## src/hdl/fsq_pkg.sv

```systemverilog
package fsq_pkg;

   // Array geometry
   localparam int MEM_BYTES        = 131072;
   localparam int SECTOR_BYTES     = 4096;
   localparam int CHIP_ERASE_BYTES = 65536;
   localparam int ADDR_W           = $clog2(MEM_BYTES);
   localparam int ADDR_IN_W        = 17;
   localparam int DATA_W           = 8;
   localparam int WIDE_W           = ADDR_IN_W + 1;

   // Unlock addresses and command bytes
   localparam logic [15:0] UNLOCK_ADDR_A = 16'h5555;
   localparam logic [15:0] UNLOCK_ADDR_B = 16'h2AAA;
   localparam logic [7:0]  CMD_UNLOCK_A  = 8'hAA;
   localparam logic [7:0]  CMD_UNLOCK_B  = 8'h55;
   localparam logic [7:0]  CMD_AUTOSEL   = 8'h90;
   localparam logic [7:0]  CMD_ERASE     = 8'h80;
   localparam logic [7:0]  CMD_RESET     = 8'hF0;
   localparam logic [7:0]  CMD_PROGRAM   = 8'hA0;
   localparam logic [7:0]  CMD_SECTOR    = 8'h30;
   localparam logic [7:0]  CMD_CHIP      = 8'h10;
   localparam logic [7:0]  ERASED_BYTE   = 8'hFF;

   typedef logic [ADDR_W-1:0] addr_type;

   typedef struct packed {
      logic     start;
      addr_type base;
      addr_type last;
   } sweep_cmd_type;

   typedef struct packed {
      logic     busy;
      logic     done;
      addr_type addr;
   } sweep_stat_type;

   typedef struct packed {
      logic              prog_en;
      logic              erase;
      logic              sector;
      logic              from_array;
      logic [DATA_W-1:0] rbyte;
   } cmd_act_type;

endpackage

```

## src/hdl/fsq_cmd.sv

```systemverilog
module fsq_cmd import fsq_pkg::*; (
   input  logic              clock,
   input  logic              reset,
   input  logic              fire,
   input  logic              is_write,
   input  addr_type          addr,
   input  logic [DATA_W-1:0] wdata,
   input  logic [DATA_W-1:0] mfr_id,
   input  logic [DATA_W-1:0] dev_id,
   output cmd_act_type       act
);

   localparam logic [3:0] CS_READ    = 4'd0;
   localparam logic [3:0] CS_UNLOCK1 = 4'd1;
   localparam logic [3:0] CS_UNLOCK2 = 4'd2;
   localparam logic [3:0] CS_AUTOSEL = 4'd3;
   localparam logic [3:0] CS_SETUP1  = 4'd4;
   localparam logic [3:0] CS_SETUP2  = 4'd5;
   localparam logic [3:0] CS_SETUP3  = 4'd6;
   localparam logic [3:0] CS_PROGRAM = 4'd8;

   localparam logic [1:0] RS_READ    = 2'd0;
   localparam logic [1:0] RS_AUTOSEL = 2'd1;
   localparam logic [1:0] RS_ERASED  = 2'd2;

   logic [3:0] cmd_ff, cmd_in;
   logic [1:0] rd_ff, rd_in;
   logic       at_a, at_b;

   assign at_a = (addr == ADDR_W'(UNLOCK_ADDR_A));
   assign at_b = (addr == ADDR_W'(UNLOCK_ADDR_B));

   always_comb begin
      cmd_in         = cmd_ff;
      rd_in          = rd_ff;
      act.prog_en    = 1'b0;
      act.erase      = 1'b0;
      act.sector     = 1'b0;
      act.from_array = 1'b0;
      act.rbyte      = '0;
      if (!is_write) begin
         case (rd_ff)
            RS_READ: begin
               act.from_array = 1'b1;
            end
            RS_AUTOSEL: begin
               if (addr[7:0] == 8'd0) begin
                  act.rbyte = mfr_id;
               end else if (addr[7:0] == 8'd1) begin
                  act.rbyte = dev_id;
               end
            end
            default: begin
               act.rbyte = ERASED_BYTE;
               cmd_in    = CS_READ;
               rd_in     = RS_READ;
            end
         endcase
      end else begin
         case (cmd_ff)
            CS_READ: begin
               if (at_a && wdata == CMD_UNLOCK_A) cmd_in = CS_UNLOCK1;
            end
            CS_UNLOCK1: begin
               // Failed unlock keeps the read state
               cmd_in = (at_b && wdata == CMD_UNLOCK_B) ? CS_UNLOCK2 : CS_READ;
            end
            CS_UNLOCK2: begin
               if (at_a && wdata == CMD_AUTOSEL) begin
                  cmd_in = CS_AUTOSEL;
                  rd_in  = RS_AUTOSEL;
               end else if (at_a && wdata == CMD_ERASE) begin
                  cmd_in = CS_SETUP1;
               end else if (at_a && wdata == CMD_PROGRAM) begin
                  cmd_in = CS_PROGRAM;
               end else begin
                  cmd_in = CS_READ;
                  rd_in  = RS_READ;
               end
            end
            CS_SETUP1: begin
               if (at_a && wdata == CMD_UNLOCK_A) begin
                  cmd_in = CS_SETUP2;
               end else begin
                  cmd_in = CS_READ;
                  rd_in  = RS_READ;
               end
            end
            CS_SETUP2: begin
               if (at_b && wdata == CMD_UNLOCK_B) begin
                  cmd_in = CS_SETUP3;
               end else begin
                  cmd_in = CS_READ;
                  rd_in  = RS_READ;
               end
            end
            CS_SETUP3: begin
               // Stay in the erase step so a repeated command erases again
               if (wdata == CMD_SECTOR) begin
                  act.erase  = 1'b1;
                  act.sector = 1'b1;
                  rd_in      = RS_ERASED;
               end else if (wdata == CMD_CHIP) begin
                  act.erase  = 1'b1;
                  rd_in      = RS_ERASED;
               end else begin
                  cmd_in = CS_READ;
                  rd_in  = RS_READ;
               end
            end
            CS_AUTOSEL: begin
               if (wdata != CMD_RESET && at_a && wdata == CMD_UNLOCK_A) begin
                  cmd_in = CS_UNLOCK1;
               end else begin
                  cmd_in = CS_READ;
                  rd_in  = RS_READ;
               end
            end
            CS_PROGRAM: begin
               act.prog_en = 1'b1;
               cmd_in      = CS_READ;
               rd_in       = RS_READ;
            end
            default: begin
               cmd_in = CS_READ;
               rd_in  = RS_READ;
            end
         endcase
      end
   end

   always_ff @(posedge clock) begin
      if (reset) begin
         cmd_ff <= CS_READ;
         rd_ff  <= RS_READ;
      end else if (fire) begin
         cmd_ff <= cmd_in;
         rd_ff  <= rd_in;
      end
   end

endmodule

```

## config.mk

```make
export PLATFORM = sky130hd
export DESIGN_NAME = fsq_cmd
export DESIGN_NICKNAME = d
export VERILOG_FILES = /design/src/hdl/fsq_pkg.sv /design/src/hdl/fsq_cmd.sv
export SDC_FILE = /design/constraint.sdc
export NUM_CORES = 1
export LEC_CHECK = 0
export BUFFER_PORTS_ARGS = -buffer_cell sky130_fd_sc_hd__buf_2
export CAP_MARGIN = 20
export CORE_MARGIN = 4
export CORE_UTILIZATION = 36
export CTS_CLUSTER_DIAMETER = 120
export DETAILED_ROUTE_END_ITERATION = 10
export PLACE_DENSITY_LB_ADDON = 0.12
export REMOVE_ABC_BUFFERS = 1
export SYNTH_ARGS = -nofsm -noshare
export SYNTH_HDL_FRONTEND = slang
export SYNTH_SLANG_ARGS = --single-unit
```

## constraint.sdc

```tcl
create_clock -name clock -period 1.7 [get_ports clock]
set_clock_uncertainty 0.1 [all_clocks]
set_input_delay 0.34 -clock clock [delete_from_list [all_inputs] [get_ports clock]]
set_output_delay 0.34 -clock clock [all_outputs]
set_load 0.02 [all_outputs]
```

Yosys cells after proc, flatten, opt, wreduce, memory -nomap -nowiden
Cells that the tools add are included.

Register bits after elaboration: 6. Bits of input ports: 45.

Eq/ne operators: 29. Muxes and demuxes: 35. Reduce and logical (&&, ||, !) cells: 14.

Operator list (number): 8-bit == test (second input constant) (4); 4-bit two-way mux (8); 4-bit case mux with 7 select lines (1); 2-bit two-way mux (12); 3-bit != test (second input constant) (6); 17-bit by 14-bit == test with 1-bit output (second input constant) (1); 17-bit by 15-bit == test with 1-bit output (second input constant) (1); 8-bit two-way mux (2); 8-bit case mux with 2 select lines (1); 4-bit by 3-bit == test with 1-bit output (second input constant) (3); 2-bit case mux with 6 select lines (1); 3-bit two-way mux (3); 9-bit two-way mux (1); 4-bit by 2-bit == test with 1-bit output (second input constant) (2); 8-bit by 1-bit == test with 1-bit output (second input constant) (1); 8-bit by 5-bit == test with 1-bit output (second input constant) (1); 8-bit by 6-bit == test with 1-bit output (second input constant) (1); 8-bit by 7-bit == test with 1-bit output (second input constant) (1); 8-bit logical NOT (1); 4-bit != test (second input constant) (2); 8-bit != test (second input constant) (1); 8-bit AND reduction (1); 1-bit logical AND (7); 1-bit two-way mux (6); 9 further kinds (10).

Depth between registers and ports, before layout
Gate-level depths: netlist of run 1.

Depth in word-level cells: 7. Depth in mapped cells: 7. Depth with buffers taken out: 6.

Least setup slack after synthesis of run 1
OpenSTA, ideal clock, no wires.

Path type: input-to-output. Start: input port addr[5]. End: output port act[0] in the netlist's numbering. Required time: 1260 ps. Stages: 4. Setup slack: -401 ps. Buffers on the path: 0. Data arrival time: 1661 ps. Path through: or4_1 -> nor3_4 -> a22oi_1 -> a21oi_1.

RTL lines: start: declaration (RTL line fsq_cmd.sv:6) `input addr_type addr,`; end: declaration (RTL line fsq_cmd.sv:10) `output cmd_act_type act`.

==> results of run 1 <==
-- cell usage after synthesis (all sizes together) (2+ instances only) --
| cell type | n | area, um^2 |
|---|---|---|
| buf | 4 | 37.53 |
| nor2b | 2 | 12.51 |
| nand2 | 4 | 15.01 |
| o21ai | 8 | 43.79 |
| nand3 | 3 | 15.01 |
| nand3b | 5 | 37.54 |
| nand4 | 2 | 18.77 |
| a21oi | 10 | 50.05 |
| nor4bb | 3 | 30.03 |
| and4bb | 5 | 62.56 |
| nand2b | 2 | 12.51 |
| or3 | 2 | 18.77 |
| dfxtp | 6 | 120.1 |
| nor3b | 2 | 20.02 |
| nor3 | 5 | 46.30 |
| nor4 | 3 | 40.04 |
| nor2 | 9 | 36.29 |
| a22oi | 10 | 85.08 |
| o21bai | 2 | 15.01 |
| and4b | 3 | 30.03 |
| o31ai | 3 | 22.52 |
| nor4b | 6 | 80.08 |
-- metrics by stage --
stage          setup slack (ns)  setup TNS [ns]
3_5_place_dp            -0.5281          -6.610
2_1_floorplan           -0.4008          -3.382
5_1_grt                 -0.5008          -6.257
3_3_place_gp            -0.4843          -6.273
6_report                -0.4253          -4.928
4_1_cts                 -0.5173          -5.762
-- sequential cells by signal (all words and copies together) (netlist names) --
signal  flops
cmd_ff      4
rd_ff       2
-- cell families after synthesis --
group,Yosys count,synth area share
buffers and inverters,4,0.04070
flip-flops,6,0.1303
AO/OA/AOI/OAI,35,0.2524
AND/OR/NAND/NOR,62,0.5645
multiplexers,1,0.01221
-- layout make-up --
cell class,instances,area (um^2),area share
Clock buffer,3,22.52,0.01291
Multi-Input combinational cell,98,923.4,0.5294
Timing Repair Buffer,91,629.4,0.3608
Sequential cell,6,131.4,0.07532
Tap cell,30,37.54,0.02152
-- worst paths after layout --
path                            startpoint  endpoint  cells after the start
worst max-delay path               addr[7]    act[3]                      7
worst min-delay path                 reset  rd_ff[1]                      2
worst max register to register   cmd_ff[0]  rd_ff[0]                      7
worst min register to register    rd_ff[1]  rd_ff[1]                      2
-- repair_timing --
| action | 4_1_cts | 5_1_grt |
|---|---|---|
| pin swaps | 28 | 19 |
| gates resized for setup | 46 | 15 |
| setup endpoints to repair | 17 | 17 |
| setup buffers | 6 | 4 |
-- power by group through the flow --
stage          clock network [W]   logic, W  registers [W]
2_1_floorplan                  0  0.0000420       0.000146
3_3_place_gp                   0   0.000131       0.000147
3_5_place_dp                   0   0.000135       0.000147
4_1_cts                 0.000140   0.000157       0.000139
5_1_grt                 0.000147   0.000177       0.000139
6_report                0.000130   0.000163       0.000139
-- metal layers --
layer / vias to the layer above / share of wire / GRT usage
met4: 0 / 0.018 / 0.05825
li1: 622 / - / -
met5: - / 0 / 0
met1: 591 / 0.37 / 0.2299
met3: 6 / 0.078 / 0.04605
met2: 54 / 0.54 / 0.3892
==> reports/summary.txt, run 1 <==
Status - complete, but fails checks
Failing checks - setup timing
Max Root-Sink Buffers - 2
Final worst slack - -0.4253 ns
Worst path max stage delay - 0.54 ns
NetSw - 0.0001268 W
CTS clk-pin slew, worst paths - 0.04 ns
Vias in the first global route - 1268
Internal power - 0.0003063 W
Sw frac - 0.2927
Fin nets - 245
Drt drc - 0
Most frequent cells in the layout - buf_2 (43), buf_4 (36), buf_6 (11)
Cell chain of the critical path - buf_6 > or4_4 > nor3_4 > buf_12 > a22oi_2 > a21oi_1 > buf_4
Rel. slew slack - 0.5550
Initial DRC count - 30
Grt total ovfl - 0
Cells after synthesis - 108
HP Class - in2reg
WP buf/inv - 3
Final setup viols - 17
Ratio of final minimum period to clock period - 1.250
Final Instance Area - 1744 um^2
Max Slew Vio Count - 0
Htree depth - 1
Least-Margin Pin Slew - 0.6662 ns
DP Cell Count - 216
Synth Flop Type - dfxtp_1
Final core occ - 0.7105
Post-synthesis average cell area - 8.538 um^2
WL/cell - 15.43 um
DP HPWL - 2593 um
Number of synthesized flops with an enable pin - 0
Critical path class - in2out
Clock period minus worst slack - 2.125 ns
Total GRT Usage - 0.2066
Fin Hold WS - 0.2456 ns
Area Overhead vs Synth - 89.14%
Number of routed nets with antenna violations - 0
Clk Latency, worst-skew pair - 0.25 ns
Fin cells - 228
Peak supply drop - 0.0004331 V
Peak Freq - 0.4705 GHz
Total CTS buffers - 3
Initial core utilization - 0.3756
Share of layout cells above drive strength 1 - 0.7020
Core area - 2455 um^2
Hold Buf Count CTS - 0
Routability Congestion - 0.8201
Num Clock Sinks - 6
CP Max Fanout - 8
Total power - 0.0004330 W
Drt first pass iters - 4
Total wire length - 3519 um
CP endpoint kind - primary output
Max-Cap Viols - 0
Lkg Pwr - 0.7806 nW
P per Cell Area - 248.3 nW/um^2
Req. time, crit path - 1.26 ns
CTS tree - yes
Yosys warns - 0
Arrival @ worst endpoint - 1.69 ns
Commonest non-fill, non-tap cell in the layout - buf_2
Flop and latch count out of synthesis - 6
Critical path's top delay family - simple AND/OR/NAND/NOR gates
Port bufs - 56
Startpoint types - input port
Flop pwr share - 0.322
Antenna Cells - 0
Vert. Die Dim - 58.61 um
Clk pwr share - 0.301
Fillers - 186
Routed vias/inst - 5.583
First-pass GRT wire length - 5609 um
Asr flop ratio synth - 0
FP Rows - 18
Die ar. - 3435 um^2
CTS Root Cell - clkbuf_4
Largest net degree at the start of global routing - 9
Flop-to-flop setup slack - -0.15 ns
Die W - 58.61 um
DR vias - 1273
RSZ-0062 raised after global routing - yes
Crit-path slowest cell - or4_4
Sequential share of the synthesized area - 0.1303
IO Count - 57
Cell variety after synth - 46
Post-synth design cell area - 922.1 um^2
Dpl cell area - 1398 um^2
Antenna violations before repair - 0
Endpoints failing hold - 0
Comb power frac - 0.377
Note: power is estimated with default switching activity, not from simulation.
==> run 2, diff against run 1 <==
--- a/config.mk
+++ b/config.mk
@@ -11,6 +11,7 @@
 export CORE_UTILIZATION = 36
 export CTS_CLUSTER_DIAMETER = 120
 export DETAILED_ROUTE_END_ITERATION = 10
+export MAX_ROUTING_LAYER = met4
 export PLACE_DENSITY_LB_ADDON = 0.12
 export REMOVE_ABC_BUFFERS = 1
 export SYNTH_ARGS = -nofsm -noshare
==> reports/summary.txt, run 2 (synthesis gave the netlist of run 1 again) <==
Ratio of final minimum period to clock period - 1.250 (about the same)
Lkg Pwr - 0.7806 nW (unchanged)
First-pass GRT wire length - 5616 um (was 5609 um)
Total GRT Usage - 0.2127 (was 0.2066)
Critical path class - in2out (unchanged)
Vert. Die Dim - 58.61 um (unchanged)
Levels on crit path - 7 (unchanged)
Vias in the first global route - 1268 (unchanged)
Initial core utilization - 0.3756 (unchanged)
Max-Cap Viols - 0 (unchanged)
CTS clk-pin slew, worst paths - 0.04 ns (about the same)
Startpoint types - input port (unchanged)
Rel. slew slack - 0.5556 (was 0.5550)
Final worst slack - -0.4250 ns (was -0.4253 ns)
Grt total ovfl - 0 (unchanged)
Antenna violations before repair - 0 (unchanged)
Clk Latency, worst-skew pair - 0.24 ns (was 0.25 ns)
Most frequent cells in the layout - buf_2 (43), buf_4 (36), buf_6 (11) (unchanged)
Flop-to-flop setup slack - -0.16 ns (was -0.15 ns)
Commonest non-fill, non-tap cell in the layout - buf_2 (unchanged)
FP Rows - 18 (unchanged)
Endpoints failing hold - 0 (unchanged)
Req. time, crit path - 1.26 ns (about the same)
Most flops, register - cmd_ff (unchanged)
Htree depth - 1 (unchanged)
Max Root-Sink Buffers - 2 (unchanged)
FF-to-FF Start - cmd_ff[0] (unchanged)
CP endpoint kind - primary output (unchanged)
CP Max Fanout - 8 (unchanged)
Drt first pass iters - 4 (unchanged)
Total CTS buffers - 3 (unchanged)
Final Instance Area - 1744 um^2 (unchanged)
Failing checks - setup timing (unchanged)
Largest registers - cmd_ff: 4 flops, rd_ff: 2 flops (unchanged)
R2R cell count - 7 (unchanged)
DP HPWL - 2593 um (unchanged)
Worst setup path endpoint - act[3] (unchanged)
Port bufs - 56 (unchanged)
Met1 Use GR - 0.2299 (unchanged)
Number of routed nets with antenna violations - 0 (unchanged)
Die W - 58.61 um (unchanged)
CP startpoint - addr[7] (unchanged)
Antenna Cells - 0 (unchanged)
Total wire length - 3497 um (was 3519 um)
Drt drc - 0 (unchanged)
Max Slew Vio Count - 0 (unchanged)
Peak Freq - 0.4706 GHz (was 0.4705 GHz)
Critical path's top delay family - simple AND/OR/NAND/NOR gates (unchanged)
HP Class - in2reg (unchanged)
Crit-path slowest cell - or4_4 (unchanged)
Routability Congestion - 0.8324 (was 0.8201)
Arrival @ worst endpoint - 1.68 ns (was 1.69 ns)
Met2 usage - 0.3892 (unchanged)
Worst path max stage delay - 0.54 ns (about the same)
Num Clock Sinks - 6 (unchanged)
CTS tree - yes (unchanged)
IO Count - 57 (unchanged)
Final setup TNS - -4.898 ns (was -4.928 ns)
Startpoint of the worst hold path - reset (unchanged)
CTS Root Cell - clkbuf_4 (unchanged)
GRT met3 Usage - 0.04605 (unchanged)
Final setup viols - 17 (unchanged)
Dpl cell area - 1398 um^2 (unchanged)
WL/cell - 15.34 um (was 15.43 um)
Area Overhead vs Synth - 89.14% (unchanged)
Reg-to-reg endpoint - rd_ff[0] (unchanged)
DR vias - 1271 (was 1273)
WP buf/inv - 3 (unchanged)
Total power - 0.0004323 W (was 0.0004330 W)
Peak supply drop - 0.0004328 V (was 0.0004331 V)
Cell chain of the critical path - buf_6 > or4_4 > nor3_4 > buf_12 > a22oi_2 > a21oi_1 > buf_4 (unchanged)
Largest net degree at the start of global routing - 9 (unchanged)
Clock period minus worst slack - 2.125 ns (about the same)
Fin nets - 245 (unchanged)
Hold Buf Count CTS - 0 (unchanged)
Core area - 2455 um^2 (unchanged)
Least-Margin Pin Slew - 0.6652 ns (was 0.6662 ns)
Routed vias/inst - 5.575 (was 5.583)
Share of layout cells above drive strength 1 - 0.7020 (unchanged)
Die ar. - 3435 um^2 (unchanged)
Max reg flops - 4 (unchanged)
Status - complete, but fails checks (unchanged)
RSZ-0062 raised after global routing - yes (unchanged)
Gr busiest metal - met2 (unchanged)
Initial DRC count - 30 (unchanged)
P per Cell Area - 247.9 nW/um^2 (was 248.3 nW/um^2)
## run 2: what timing repair did
item                                   4_1_cts  5_1_grt
gates resized for setup                     46       15
endpoints found under the hold margin        0        0
setup buffers                                6        4
pin swaps                                   28       19
setup endpoints to repair                   17       17
## run 2: worst min path at each step
stage | to | slack (ns) | depth (start not counted)
finish | rd_ff[1] | 0.25 | 2
CTS | rd_ff[1] | 0.22 | 2
global route | rd_ff[1] | 0.24 | 2
detailed placement | rd_ff[1] | 0.49 | 2
global placement | rd_ff[1] | 0.49 | 2
floorplan | rd_ff[1] | 0.31 | 1
## run 2: power by group
part / internal (W) / switching, W / leakage, nW
combinational: 0.0000885 / 0.0000746 / 0.716
sequential: 0.000138 / 0.00000129 / 0.0508
clock: 0.0000797 / 0.0000501 / 0.0138
total: 0.000306 / 0.000126 / 0.781
## run 2: layer usage
layer | up-vias | routed length [um]
met4 | 0 | 65
li1 | 622 | -
met5 | - | 0
met1 | 592 | 1274
met2 | 51 | 1888
met3 | 6 | 267
## run 2: layout make-up
class | instances | area (um^2)
clock buffer | 3 | 22.52
tap | 30 | 37.54
timing repair buffer | 91 | 629.4
multi-input combinational | 98 | 923.4
sequential | 6 | 131.4
fill | 186 | 710.7
## run 2: stage by stage
| step | hold slack, ns | std cells | utilization | setup slack, ns |
|---|---|---|---|---|
| 3_3_place_gp | 0.4928 | 216 | 0.5693 | -0.4843 |
| 3_5_place_dp | 0.4909 | 216 | 0.5693 | -0.5281 |
| 6_report | 0.2479 | 228 | 0.7105 | -0.4250 |
| 2_1_floorplan | 0.3110 | 104 | - | -0.4008 |
| 5_1_grt | 0.2446 | 228 | 0.7105 | -0.5008 |
| 4_1_cts | 0.2166 | 225 | 0.6718 | -0.5173 |
