File: src/hdl/fsq_pkg.sv
package fsq_pkg;

   // Array geometry
   localparam int MEM_BYTES        = 131072;
   localparam int SECTOR_BYTES     = 4096;
   localparam int CHIP_ERASE_BYTES = 65536;
   localparam int ADDR_W           = $clog2(MEM_BYTES);
   localparam int ADDR_IN_W        = 17;
   localparam int DATA_W           = 8;
   localparam int WIDE_W           = ADDR_IN_W + 1;

   // Unlock addresses and command bytes
   localparam logic [15:0] UNLOCK_ADDR_A = 16'h5555;
   localparam logic [15:0] UNLOCK_ADDR_B = 16'h2AAA;
   localparam logic [7:0]  CMD_UNLOCK_A  = 8'hAA;
   localparam logic [7:0]  CMD_UNLOCK_B  = 8'h55;
   localparam logic [7:0]  CMD_AUTOSEL   = 8'h90;
   localparam logic [7:0]  CMD_ERASE     = 8'h80;
   localparam logic [7:0]  CMD_RESET     = 8'hF0;
   localparam logic [7:0]  CMD_PROGRAM   = 8'hA0;
   localparam logic [7:0]  CMD_SECTOR    = 8'h30;
   localparam logic [7:0]  CMD_CHIP      = 8'h10;
   localparam logic [7:0]  ERASED_BYTE   = 8'hFF;

   typedef logic [ADDR_W-1:0] addr_type;

   typedef struct packed {
      logic     start;
      addr_type base;
      addr_type last;
   } sweep_cmd_type;

   typedef struct packed {
      logic     busy;
      logic     done;
      addr_type addr;
   } sweep_stat_type;

   typedef struct packed {
      logic              prog_en;
      logic              erase;
      logic              sector;
      logic              from_array;
      logic [DATA_W-1:0] rbyte;
   } cmd_act_type;

endpackage

File: src/hdl/fsq_sweep.sv
module fsq_sweep import fsq_pkg::*; (
   input  logic           clock,
   input  logic           reset,
   input  sweep_cmd_type  cmd,
   output sweep_stat_type stat
);

   logic     busy_ff, busy_in;
   addr_type addr_ff, addr_in;
   addr_type last_ff, last_in;
   logic     done;

   assign done = busy_ff && (addr_ff == last_ff);

   always_comb begin
      busy_in = busy_ff;
      addr_in = addr_ff;
      last_in = last_ff;
      if (cmd.start) begin
         busy_in = 1'b1;
         addr_in = cmd.base;
         last_in = cmd.last;
      end else if (busy_ff) begin
         if (done) begin
            busy_in = 1'b0;
         end else begin
            addr_in = addr_ff + 1'b1;
         end
      end
   end

   // Reset starts a pass over the whole array
   always_ff @(posedge clock) begin
      if (reset) begin
         busy_ff <= 1'b1;
         addr_ff <= '0;
         last_ff <= ADDR_W'(MEM_BYTES - 1);
      end else begin
         busy_ff <= busy_in;
         addr_ff <= addr_in;
         last_ff <= last_in;
      end
   end

   assign stat.busy = busy_ff;
   assign stat.done = done;
   assign stat.addr = addr_ff;

endmodule

File: config.mk
export PLATFORM = sky130hd
export DESIGN_NAME = fsq_sweep
export DESIGN_NICKNAME = d
export VERILOG_FILES = /design/src/hdl/fsq_pkg.sv /design/src/hdl/fsq_sweep.sv
export SDC_FILE = /design/constraint.sdc
export NUM_CORES = 1
export LEC_CHECK = 0
export ABC_AREA = 0
export BUFFER_PORTS_ARGS = -buffer_cell sky130_fd_sc_hd__buf_2
export CORE_AREA = 2 2 67 69
export CTS_CLUSTER_DIAMETER = 120
export DETAILED_ROUTE_END_ITERATION = 8
export DIE_AREA = 0 0 69 71
export PLACE_DENSITY = 0.84
export SETUP_SLACK_MARGIN = 0.5
export SLEW_MARGIN = 20
export SYNTH_ARGS = -nofsm -noshare
export SYNTH_HDL_FRONTEND = slang
export SYNTH_SLANG_ARGS = --single-unit
File: constraint.sdc
create_clock -name clock -period 2.2 [get_ports clock]
set_clock_uncertainty 0.15 [all_clocks]
set_input_delay 0.44 -clock clock [delete_from_list [all_inputs] [get_ports clock]]
set_output_delay 0.44 -clock clock [all_outputs]
set_load 0.05 [all_outputs]
======== Yosys cells after proc, flatten, opt, wreduce, memory -nomap -nowiden ========
Index checks and enable logic that the tools add are counted.
storage, ports and cells
  logic and storage cells ................. 15
  bits of input ports ..................... 37
  register bits ........................... 35
cells by class
  eq/ne operators ......................... 2
  reductions and logical operators ........ 4
  muxes and demuxes ....................... 5
  $add $sub $neg .......................... 1
operator list
  operator                 count
  $mux W17                 3
  $add A17 B1 Y17 const B  1
  $eq A17 B17 Y1           1
  $mux W1                  2
  $ne A2 B2 Y1 const B     1
  $reduce_and A2 Y1        1
  $reduce_bool A2 Y1       1
  $reduce_or A2 Y1         1
  $logic_and A1 B1 Y1      1

======== Longest topological paths before layout ========
Gate-level depths: netlist (run 1).
  word-level depth ........................ 5
  gate-level depth with buffers ........... 7

======== Worst setup path after synthesis (run 1) ========
Ideal clock, no wire load.
  path kind ............................... register to output
  start ................................... register addr_ff[4]
  end ..................................... output port stat[17] (netlist name)
  data required time ...................... 1,610 ps
  slack ................................... -304 ps
  buffers on the path ..................... 2
  data arrival time ....................... 1,914 ps
  cell stages (with the launch flop) ...... 7
  cells stage by stage .................... dfxtp_1 -> xor2_1 -> nor4_4 -> and2_1 -> buf_4 -> and3_1 -> buf_4
between the ends
  cells in the longest elaborated chain, start to end .. 2
RTL lines
  element                   line             source
  start: declaration        fsq_sweep.sv:9   addr_type addr_ff, addr_in;
  start signal: assignment  fsq_sweep.sv:40  addr_ff <= addr_in;
  $eq A17 B17 Y1            fsq_sweep.sv:13  assign done = busy_ff && (addr_ff == last_ff);
  $logic_and A1 B1 Y1       fsq_sweep.sv:13
  end: declaration          fsq_sweep.sv:5   output sweep_stat_type stat
No other way between the ends.

==> results of run 1 <==
-- cells in the mapped netlist (all sizes together), types with 2 or more instances --
cell type	instances
inv	3
and4	3
buf	11
nand2	24
a21oi	8
or3	5
clkbuf	14
xor2	17
nor4	14
or2	2
nor3	15
o311ai	3
and3	7
nand3	8
nand4	10
dfxtp	35
a211o	5
o2111ai	4
a211oi	8
o211ai	5
nor2	9
and2	2
mux2i	18
o21ai	8
o21a	3
-- layout make-up --
type / count / share of cell area, %
inverter: 3 / 0.3660
clock inverter: 1 / 0.2440
multi-input combinational: 190 / 50.51
tap: 52 / 2.115
sequential: 35 / 24.64
timing repair buffer: 91 / 19.76
clock buffer: 6 / 2.359
-- state kept, by name, indices dropped and copies added (netlist names) --
register	flops
last_ff	17
addr_ff	17
busy_ff	1
-- critical path: stages, from the launching register on --
cell and delay, ns:
dfxtp_2 0.37, xor2_1 0.18, nor2_1 0.32, and2_4 0.26
and3_4 0.21, buf_8 0.14
-- through the flow --
stage / instance area [sq um] / hold slack (ns) / utilization [%] / setup TNS, ns / setup slack, ns
after floorplan: 2276 / 0.3116 / - / 0 / 0.04154
after global placement: 2596 / 0.3280 / 61.76 / 0 / 0.08857
after detailed placement: 2596 / 0.3328 / 61.76 / 0 / 0.05352
after CTS: 2856 / 0.2031 / 67.95 / -0.1590 / -0.1590
after global routing: 3077 / 0.2114 / 73.18 / -0.1885 / -0.1885
final: 3077 / 0.2025 / 73.18 / -0.1597 / -0.1597
-- timing repair --
action                                  in CTS  in global routing
endpoints found under the setup margin      20                 21
gates cloned                                 1                  0
pin swaps                                    7                 12
resized for setup                           27                 26
setup buffers                                6                 10
-- routing by layer --
| metal | vias up | track usage (%) | wire (um) | share of wire (%) |
|---|---|---|---|---|
| li1 | 1092 | - | - | - |
| met1 | 1131 | 34.13 | 2900 | 38 |
| met3 | 42 | 5.983 | 686 | 9.1 |
| met5 | - | 0 | 0 | 0 |
| met4 | 0 | 10.46 | 367 | 4.9 |
| met2 | 163 | 45.19 | 3613 | 48 |
-- final timing paths --
kind | startpoint | end
max reg2reg | addr_ff[1] | addr_ff[14]
min | cmd[6] | last_ff[6]
min reg2reg | last_ff[2] | last_ff[2]
max | addr_ff[2] | stat[17]
-- power breakdown --
group	internal [mW]	switching (mW)
Sequential	0.670	0.0616
Combinational	0.134	0.219
Clock	0.217	0.229
-- cell families (layout without fill, tap and decap cells) --
group	after synthesis	after routing	synth area share, %
flops	35	35	33.10
xor+xnor	17	17	7.033
simple gates	103	103	27.13
buf+inv	28	101	6.323
compound gates	51	51	17.32
mux	18	18	8.511
fa+ha+maj	1	1	0.5909
==> flow_summary_export.csv, run 1 <==
group,metric,value,unit
setup_path,cp_max_fo,7,
floorplanning,start_util,50.36,%
setup_path,crit_type,"flop to output pin",
power,peakVddDrop,0.3271,mV
route,drt-initial-drc-count,302,
global_route,grt_overflow_total,0,
clock_network,cts_buffers,5,
clock_network,clk_path_buf_depth,2,
run_status,violations,"negative setup slack",
finish,final_net_count,364,
clock_network,clk-insertion-delay-late,0.30,ns
route,wirelength,7.567,mm
finish,area_growth,45.33,%
timing,finalCriticalPeriod,2.360,ns
synthesis,syn-instance-count,253,
synthesis,yosysTopAreaCellShare,33.10,%
setup_path,crit_arrival,1.77,ns
synthesis,yosysTopAreaCell,"dfxtp_1",
placement,hpwlAfterDp,4.245,mm
synthesis,syn_nets,291,
floorplanning,fp-row-count,24,
finish,multi_input_area,1554,sq um
floorplanning,die_w,69,um
finish,layout_common_cells,"53 x buf_2, 26 x buf_4, 22 x nand2_1",
setup_path,start_kind,"flop",
setup_path,cp.required,1.61,ns
synthesis,synth-async-reset-ratio,0,%
timing,timing_hold_violations_final,0,
timing,slew_headroom,58.14,%
timing,slew_viol_final,0,
synthesis,synth_cell_types,47,
clock_network,cts_max_level,2,
power,power_density,497.7,nW/um^2
synthesis,synth-edff-count,0,
finish,fillers,302,
worst_hold_path,hold_depth,3,
synthesis,avgSynthCellArea,8.368,sq um
floorplanning,core_area,4204,sq um
floorplanning,dieArea,4899,sq um
clock_network,cts.sinks,35,
synthesis,yosys-top-cells-area,"dfxtp_1 33%, mux2i_1 8.5%, xor2_1 7.0%",
synthesis,synth_ff_type,"dfxtp_1",
timing,max_freq,423.8,MHz
floorplanning,fp.dieH,71,um
placement,routabilityCongestion,0.9454,
power,p_total,1.531,mW
setup_path,cp-end-kind,"output pin",
setup_path,r2r_setup_slack,0.16,ns
synthesis,syn-cell-area,2117,sq um
setup_path,r2r_cells,7,
timing,period_share,107.3,%
timing,setup_ws,-0.1597,ns
route,drc_errors,0,
global_route,grt_pass1_vias,2134,
global_route,grt_usage,27.02,%
placement,place_inst,354,
clock_network,cts_tree,"yes",
timing,setup_viol,1,
timing,worst_pin_slew,0.6272,ns
route,num_vias,2428,
finish,final_layout_size_suffix_gt1_share,47.85,%
finish,antenna_cells,0,
finish,final_common_cell,"buf_2",
route,ant_nets,0,
job,cap_violations,0,
placement,port_buffers,55,
synthesis,ys_ff_latch,35,
global_route,grt_pass1_wl,10.57,mm
floorplanning,io_pins,56,
synthesis,synth-warning-count,0,
route,routedWlPerCell,20.02,um
global_route,grt_max_degree,63,
power,p_leak,1.273,nW
worst_hold_path,worstHoldPathType,"input port to flop",
global_route,grt_antenna_before_repair,0,
timing,rsz0062_at_grt,"yes",
finish,seq_area,758.2,sq um
run_status,status,"complete, but fails checks",
finish,stdcell_count,378,
route,viasPerCell,6.423,
clock_network,cts-hold-fix-buffers,0,
synthesis,yosysSeqAreaShare,33.10,%
clock_network,path_clk_slew,0.08,ns
clock_network,cts-root-buf,"clkbuf_8",
route,drt_pass1_iterations,5,
Power figures use the tool's default switching activity.
==> run 2: changes to the inputs <==
CORE_AREA = 2 2 88 90   (was 2 2 67 69)
DIE_AREA = 0 0 90 92   (was 0 0 69 71)
PLACE_DENSITY = 0.56   (was 0.84)
==> run 2 against run 1 <==
  * The run still ends with negative setup slack left
  * Non-clock buffer count grew 8
  * Count of clock-buffer cells in the layout shrank 1
  * Core utilization shrank 30 points
  * Global-route usage shrank 10 points
  * Clock power grew 10%
  * Sequential power shrank 2%
  * Cell count grew 16%
  * First-iteration DRC count shrank 48%
  * Worst hold slack gained 0.0024 ns
  * Routed wire length shrank 6.6%
  * Critical endpoint unchanged
  * Largest cell class unchanged
==> flow_summary_export.csv, run 2 (synthesis results as in run 1) <==
group,metric,value,unit
setup_path,cp-end-kind,"output pin",
floorplanning,die_w,90,um
floorplanning,io_pins,56,
timing,timing_hold_violations_final,0,
route,wirelength,7.068,mm
setup_path,crit_arrival,1.75,ns
finish,final_common_cell,"buf_2",
global_route,grt_max_degree,63,
finish,area_growth,51.24,%
floorplanning,dieArea,8280,sq um
timing,setup_viol,1,
global_route,grt_usage,17.00,%
job,cap_violations,0,
clock_network,path_clk_slew,0.09,ns
clock_network,clk_path_buf_depth,2,
finish,fillers,775,
clock_network,cts-root-buf,"clkbuf_8",
global_route,grt_overflow_total,0,
setup_path,crit_type,"flop to output pin",
timing,finalCriticalPeriod,2.342,ns
clock_network,cts_tree,"yes",
timing,period_share,106.4,%
timing,max_freq,427.0,MHz
floorplanning,fp-row-count,32,
finish,antenna_cells,0,
clock_network,cts-hold-fix-buffers,0,
route,viasPerCell,5.153,
clock_network,cts_buffers,5,
timing,rsz0062_at_grt,"yes",
floorplanning,fp.dieH,92,um
placement,placed_area,2741,sq um
power,peakVddDrop,0.3057,mV
finish,final_layout_size_suffix_gt1_share,48.36,%
route,ant_nets,0,
route,num_vias,2252,
finish,final_net_count,372,
global_route,grt_pass1_vias,2188,
timing,slew_headroom,71.98,%
route,drt_pass1_iterations,4,
route,drt-initial-drc-count,157,
clock_network,cts_max_level,2,
run_status,status,"complete, but fails checks",
placement,port_buffers,55,
run_status,violations,"negative setup slack",
floorplanning,start_util,28.43,%
finish,stdcell_count,437,
timing,worst_pin_slew,0.4150,ns
finish,seq_area,752.0,sq um
finish,layout_common_cells,"50 x buf_2, 37 x buf_4, 22 x nand2_1",
floorplanning,core_area,7447,sq um
power,power_density,488.7,nW/um^2
setup_path,cpMaxStageDelayCell,"dfxtp_4",
setup_path,cp.required,1.61,ns
setup_path,crit_family,"simple AND/OR/NAND/NOR gates",
power,p_leak,1.332,nW
timing,setup_ws,-0.1419,ns
setup_path,critPathMaxStageDelay,0.38,ns
setup_path,critPathBufInv,1,
placement,hpwlAfterDp,4.870,mm
route,routedWlPerCell,16.17,um
placement,place_inst,415,
global_route,grt_pass1_wl,11.32,mm
timing,holdWs,0.2048,ns
placement,routabilityCongestion,0.8637,
setup_path,start_kind,"flop",
worst_hold_path,worstHoldPathType,"input port to flop",
finish,fin_area,3202,sq um
setup_path,crit_chain,"xor2_2 -> nor4_4 -> and2_4 -> and3_4 -> buf_8",
finish,fin_util,42.99,%
setup_path,cp_max_fo,5,
global_route,grt_antenna_before_repair,0,
route,drc_errors,0,
finish,multi_input_area,1534,sq um
timing,slew_viol_final,0,
clock_network,cts.sinks,35,
clock_network,clk-insertion-delay-late,0.30,ns
finish,reg_top3,"addr_ff: 17 flops, last_ff: 17 flops, busy_ff: 1 flops",
==> run 2: path summary, 6_finish.rpt <==
check | startpoint | endpoint | slack [ns] | cells past startpoint
worst max register to register | addr_ff[5] | addr_ff[5] | 0.10 | 8
worst min register to register | last_ff[10] | last_ff[10] | 0.35 | 2
worst max-delay path | addr_ff[14] | stat[17] | -0.14 | 5
worst min-delay path | cmd[7] | last_ff[7] | 0.20 | 3
==> run 2: power by group <==
group | internal (mW) | switching (mW) | leakage, nW | total [mW]
combinational | 0.140 | 0.218 | 0.992 | 0.358
clock | 0.221 | 0.270 | 0.0418 | 0.491
sequential | 0.670 | 0.0461 | 0.299 | 0.716
total | 1.03 | 0.534 | 1.33 | 1.56
==> run 2: layout make-up <==
cell class	instances	share of cell area, %
timing repair buffer	99	21.49
multi-input combinational	190	47.91
clock inverter	3	0.6252
sequential	35	23.49
inverter	3	0.3517
clock buffer	5	2.149
tap	102	3.986
==> run 2: worst register-to-register path: stages, from the launching register on <==
cell     delay (ns)
dfxtp_4        0.36
xor2_1         0.16
nor4_2         0.36
and3_1         0.22
buf_4          0.11
buf_6          0.09
buf_4          0.13
nand2_4        0.10
o311a_1        0.31
==> run 2: what timing repair did <==
item / in CTS / in global routing
endpoints found under the setup margin: 20 / 20
buffers inserted: 5 / 8
endpoints found under the hold margin: 0 / 0
gates cloned: 1 / 0
pin swaps: 7 / 15
resized for setup: 25 / 31
==> run 2: metrics by stage <==
step                      worst slack [ns]  TNS [ns]  power [mW]
after floorplan                    0.04154         0      0.9506
after global placement            0.005927         0       1.059
after detailed placement           0.01101         0       1.061
after CTS                          -0.1346   -0.1346       1.570
after global routing               -0.1928   -0.1928       1.640
final                              -0.1419   -0.1419       1.565
==> run 2: metal layers <==
metal	global-route usage [%]	vias up	share of wire (%)
li1	-	1110	-
met1	24.01	1074	47
met2	26.57	64	48
met3	2.958	4	4.9
met4	5.000	0	0.69
met5	0	-	0
==> run 3: changes to the inputs <==
ABC_AREA = 1   (was 0)
CORE_AREA = 2 2 86 88   (was 2 2 88 90)
DIE_AREA = 0 0 88 90   (was 0 0 90 92)
PLACE_DENSITY = 0.57   (was 0.56)
==> run 3 against run 2 <==
  * Final area decreased by 6.6%
  * Sequential share of layout area increased by 2.2 points
  * Synthesized area decreased by 2.7%
  * Global-route usage increased by 0.39 points
  * Cell count increased by 17%
  * Via count increased by 3.3%
  * Flip-flop and latch count unchanged
  * Maximum frequency increased by 13%
  * The run now ends clean
  * Routed wire length decreased by 5.0%
  * Register-to-register slack improved by 0.21 ns
  * Worst hold slack improved by 0.0022 ns
  * Largest power group unchanged
==> flow_summary_export.csv, run 3 <==
group,metric,value,unit
run_status,status,"finished clean",
finish,final_layout_size_suffix_gt1_share,38.44,%
timing,slew_viol_final,0,
setup_path,crit_chain,"inv_4 -> nand2_1 -> nand2_1 -> nor2_2 -> nand2_1 -> nor2_2 -> nand3_2 -> nor2_2 -> buf_6",
setup_path,worst_r2r_endpoint,"addr_ff[14]",
timing,setup_viol,0,
finish,layout_common_cells,"115 x nand2_1, 53 x buf_2, 31 x nand3_1",
synthesis,syn_nets,369,
synthesis,ys_ff_latch,35,
clock_network,cts-hold-fix-buffers,0,
placement,hpwlAfterDp,4.583,mm
setup_path,crit_arrival,1.49,ns
synthesis,yosys-top-cells-count,"117 x nand2_1, 46 x nand3_1, 35 x dfxtp_1",
timing,period_share,94.57,%
power,p_total,1.537,mW
power,p_leak,1.464,nW
timing,tns,0,ns
worst_hold_path,min_from,"cmd[14]",
floorplanning,fp-row-count,31,
route,viasPerCell,4.561,
setup_path,cp_max_fo,4,
setup_path,start_kind,"flop",
clock_network,cts_tree,"yes",
placement,routabilityCongestion,0.8660,
route,wirelength,6.718,mm
floorplanning,fp.dieH,90,um
route,ant_nets,0,
global_route,grt_usage,17.40,%
route,routedWlPerCell,13.17,um
route,num_vias,2326,
finish,area_growth,45.17,%
placement,placed_area,2510,sq um
timing,timing_hold_violations_final,0,
synthesis,yosysSeqAreaShare,34.00,%
synthesis,synth_ff_type,"dfxtp_1",
timing,max_freq,480.6,MHz
timing,rsz0062_at_grt,"yes",
clock_network,clk_path_buf_depth,2,
route,drt_pass1_iterations,4,
clock_network,cts_max_level,2,
synthesis,avgSynthCellArea,6.226,sq um
floorplanning,io_pins,56,
worst_hold_path,hold_depth,3,
synthesis,syn-instance-count,331,
global_route,grt_max_degree,30,
setup_path,cpMaxStageDelayCell,"dfxtp_4",
timing,worst_pin_slew,0.5293,ns
floorplanning,die_w,88,um
global_route,grt_overflow_total,0,
setup_path,cp.required,1.61,ns
finish,final_net_count,448,
global_route,grt_pass1_wl,10.81,mm
synthesis,yosys.cell_count.top_type,"nand2_1",
global_route,grt_pass1_vias,2206,
clock_network,cts_buffers,5,
setup_path,cp-end-kind,"output pin",
setup_path,critPathMaxStageDelay,0.38,ns
synthesis,synth_cell_types,24,
setup_path,crit_type,"flop to output pin",
floorplanning,dieArea,7920,sq um
synthesis,yosys-top-cells-area,"dfxtp_1 34%, nand2_1 21%, nand3_1 11%",
job,cap_violations,0,
setup_path,crit_family,"simple AND/OR/NAND/NOR gates",
setup_path,r2r_start,"addr_ff[5]",
timing,finalCriticalPeriod,2.081,ns
worst_hold_path,whs_endpoint,"last_ff[14]",
finish,reg_top3,"addr_ff: 17 flops, last_ff: 17 flops, busy_ff: 1 flops",
setup_path,r2r_setup_slack,0.31,ns
finish,final_common_cell,"nand2_1",
synthesis,syn-cell-area,2061,sq um
floorplanning,core_area,7020,sq um
worst_hold_path,worstHoldPathType,"input port to flop",
finish,fin_area,2992,sq um
clock_network,cts-root-buf,"clkbuf_8",
synthesis,synth-async-reset-ratio,0,%
power,power_density,513.7,nW/um^2
finish,antenna_cells,0,
floorplanning,start_util,29.35,%
setup_path,r2r_cells,15,
global_route,grt_antenna_before_repair,0,
placement,port_buffers,55,
power,peakVddDrop,0.3262,mV
clock_network,path_clk_slew,0.08,ns
synthesis,synth-warning-count,0,
setup_path,critPathBufInv,2,
route,drt-initial-drc-count,110,
timing,slew_headroom,64.67,%
clock_network,clk-insertion-delay-late,0.29,ns
clock_network,cts.sinks,35,
synthesis,yosysTopAreaCellShare,34.00,%
synthesis,synth-edff-count,0,
synthesis,yosysTopAreaCell,"dfxtp_1",
route,drc_errors,0,
run 3: cell types whose count changed after synthesis, moves of 7 or more:
cell	delta
nor4_1	-12
inv_1	+26
nand4_1	-8
mux2i_1	-18
nand3_1	+38
nor2_1	+18
xor2_1	-10
nand2_1	+94
a211oi_1	-8
xnor2_1	+10
nor3_1	-12
o21ai_0	+12
and3_1	-7
run 3: metal layers:
metal  GRT usage, %  vias to the layer above  routed length [um]
met3          4.040                        8                 323
met5              0                        -                   0
li1               -                     1204                   -
met2          29.04                       60                3340
met1          22.00                     1054                2944
met4          5.128                        0                 109
run 3: metrics by stage:
step | util (%) | hold slack [ns] | setup WS (ns) | instances
3_3_place_gp | 35.75 | 0.3144 | 0.2298 | 479
4_1_cts | 40.94 | 0.2021 | 0.1294 | 507
2_1_floorplan | - | 0.2995 | 0.3931 | 331
5_1_grt | 42.61 | 0.2069 | 0.01751 | 510
3_5_place_dp | 35.75 | 0.3155 | 0.2652 | 479
6_report | 42.61 | 0.2071 | 0.1194 | 510
run 3: kinds of logic (layout without fill, tap and decap cells):
family | Yosys count | in the layout | synth area share (%)
adders and majority gates | 1 | 1 | 0.6071
buffers and inverters | 46 | 125 | 9.896
and+or+nand+nor | 198 | 199 | 39.95
DFF | 35 | 35 | 34.00
xor gates and xnor gates | 17 | 17 | 7.225
AOI/OAI and AO/OA | 34 | 34 | 8.318
run 3: worst max-delay path by stage:
stage          depth (start not counted)  slack (ns)   startpoint          end
2_1_floorplan                          9        0.39  addr_ff[16]     stat[17]
4_1_cts                                9        0.13  addr_ff[15]     stat[17]
5_1_grt                                9        0.02   addr_ff[4]     stat[17]
3_3_place_gp                           9        0.23   addr_ff[7]     stat[17]
6_report                               9        0.12   addr_ff[5]     stat[17]
3_5_place_dp                          11        0.27   addr_ff[7]  addr_ff[10]
run 3: cell type report:
class	instances	area, sq um
clock buffer	6	72.57
clock inverter	2	11.26
fill	751	4029
inverter	30	115.1
multi-input combinational	251	1335
sequential	35	767.0
tap	99	123.9
timing repair buffer	87	566.8
run 3: power by group:
group	total, mW	switching, mW	internal (mW)
Combinational	0.357	0.221	0.136
Sequential	0.711	0.0405	0.671
Clock	0.468	0.246	0.222
run 3: worst register-to-register path, delay by kind of cell (launching register included):
| kind | cells | cell delay, ns |
|---|---|---|
| and+or+nand+nor | 10 | 0.82 |
| buffers and inverters | 5 | 0.50 |
| DFF | 1 | 0.38 |
run 3: what timing repair did:
item,in CTS,in global routing
buffers inserted,17,3
pin swaps,3,7
gates cloned,3,0
endpoints found under the setup margin,17,20
resized for setup,32,25
endpoints found under the hold margin,0,0
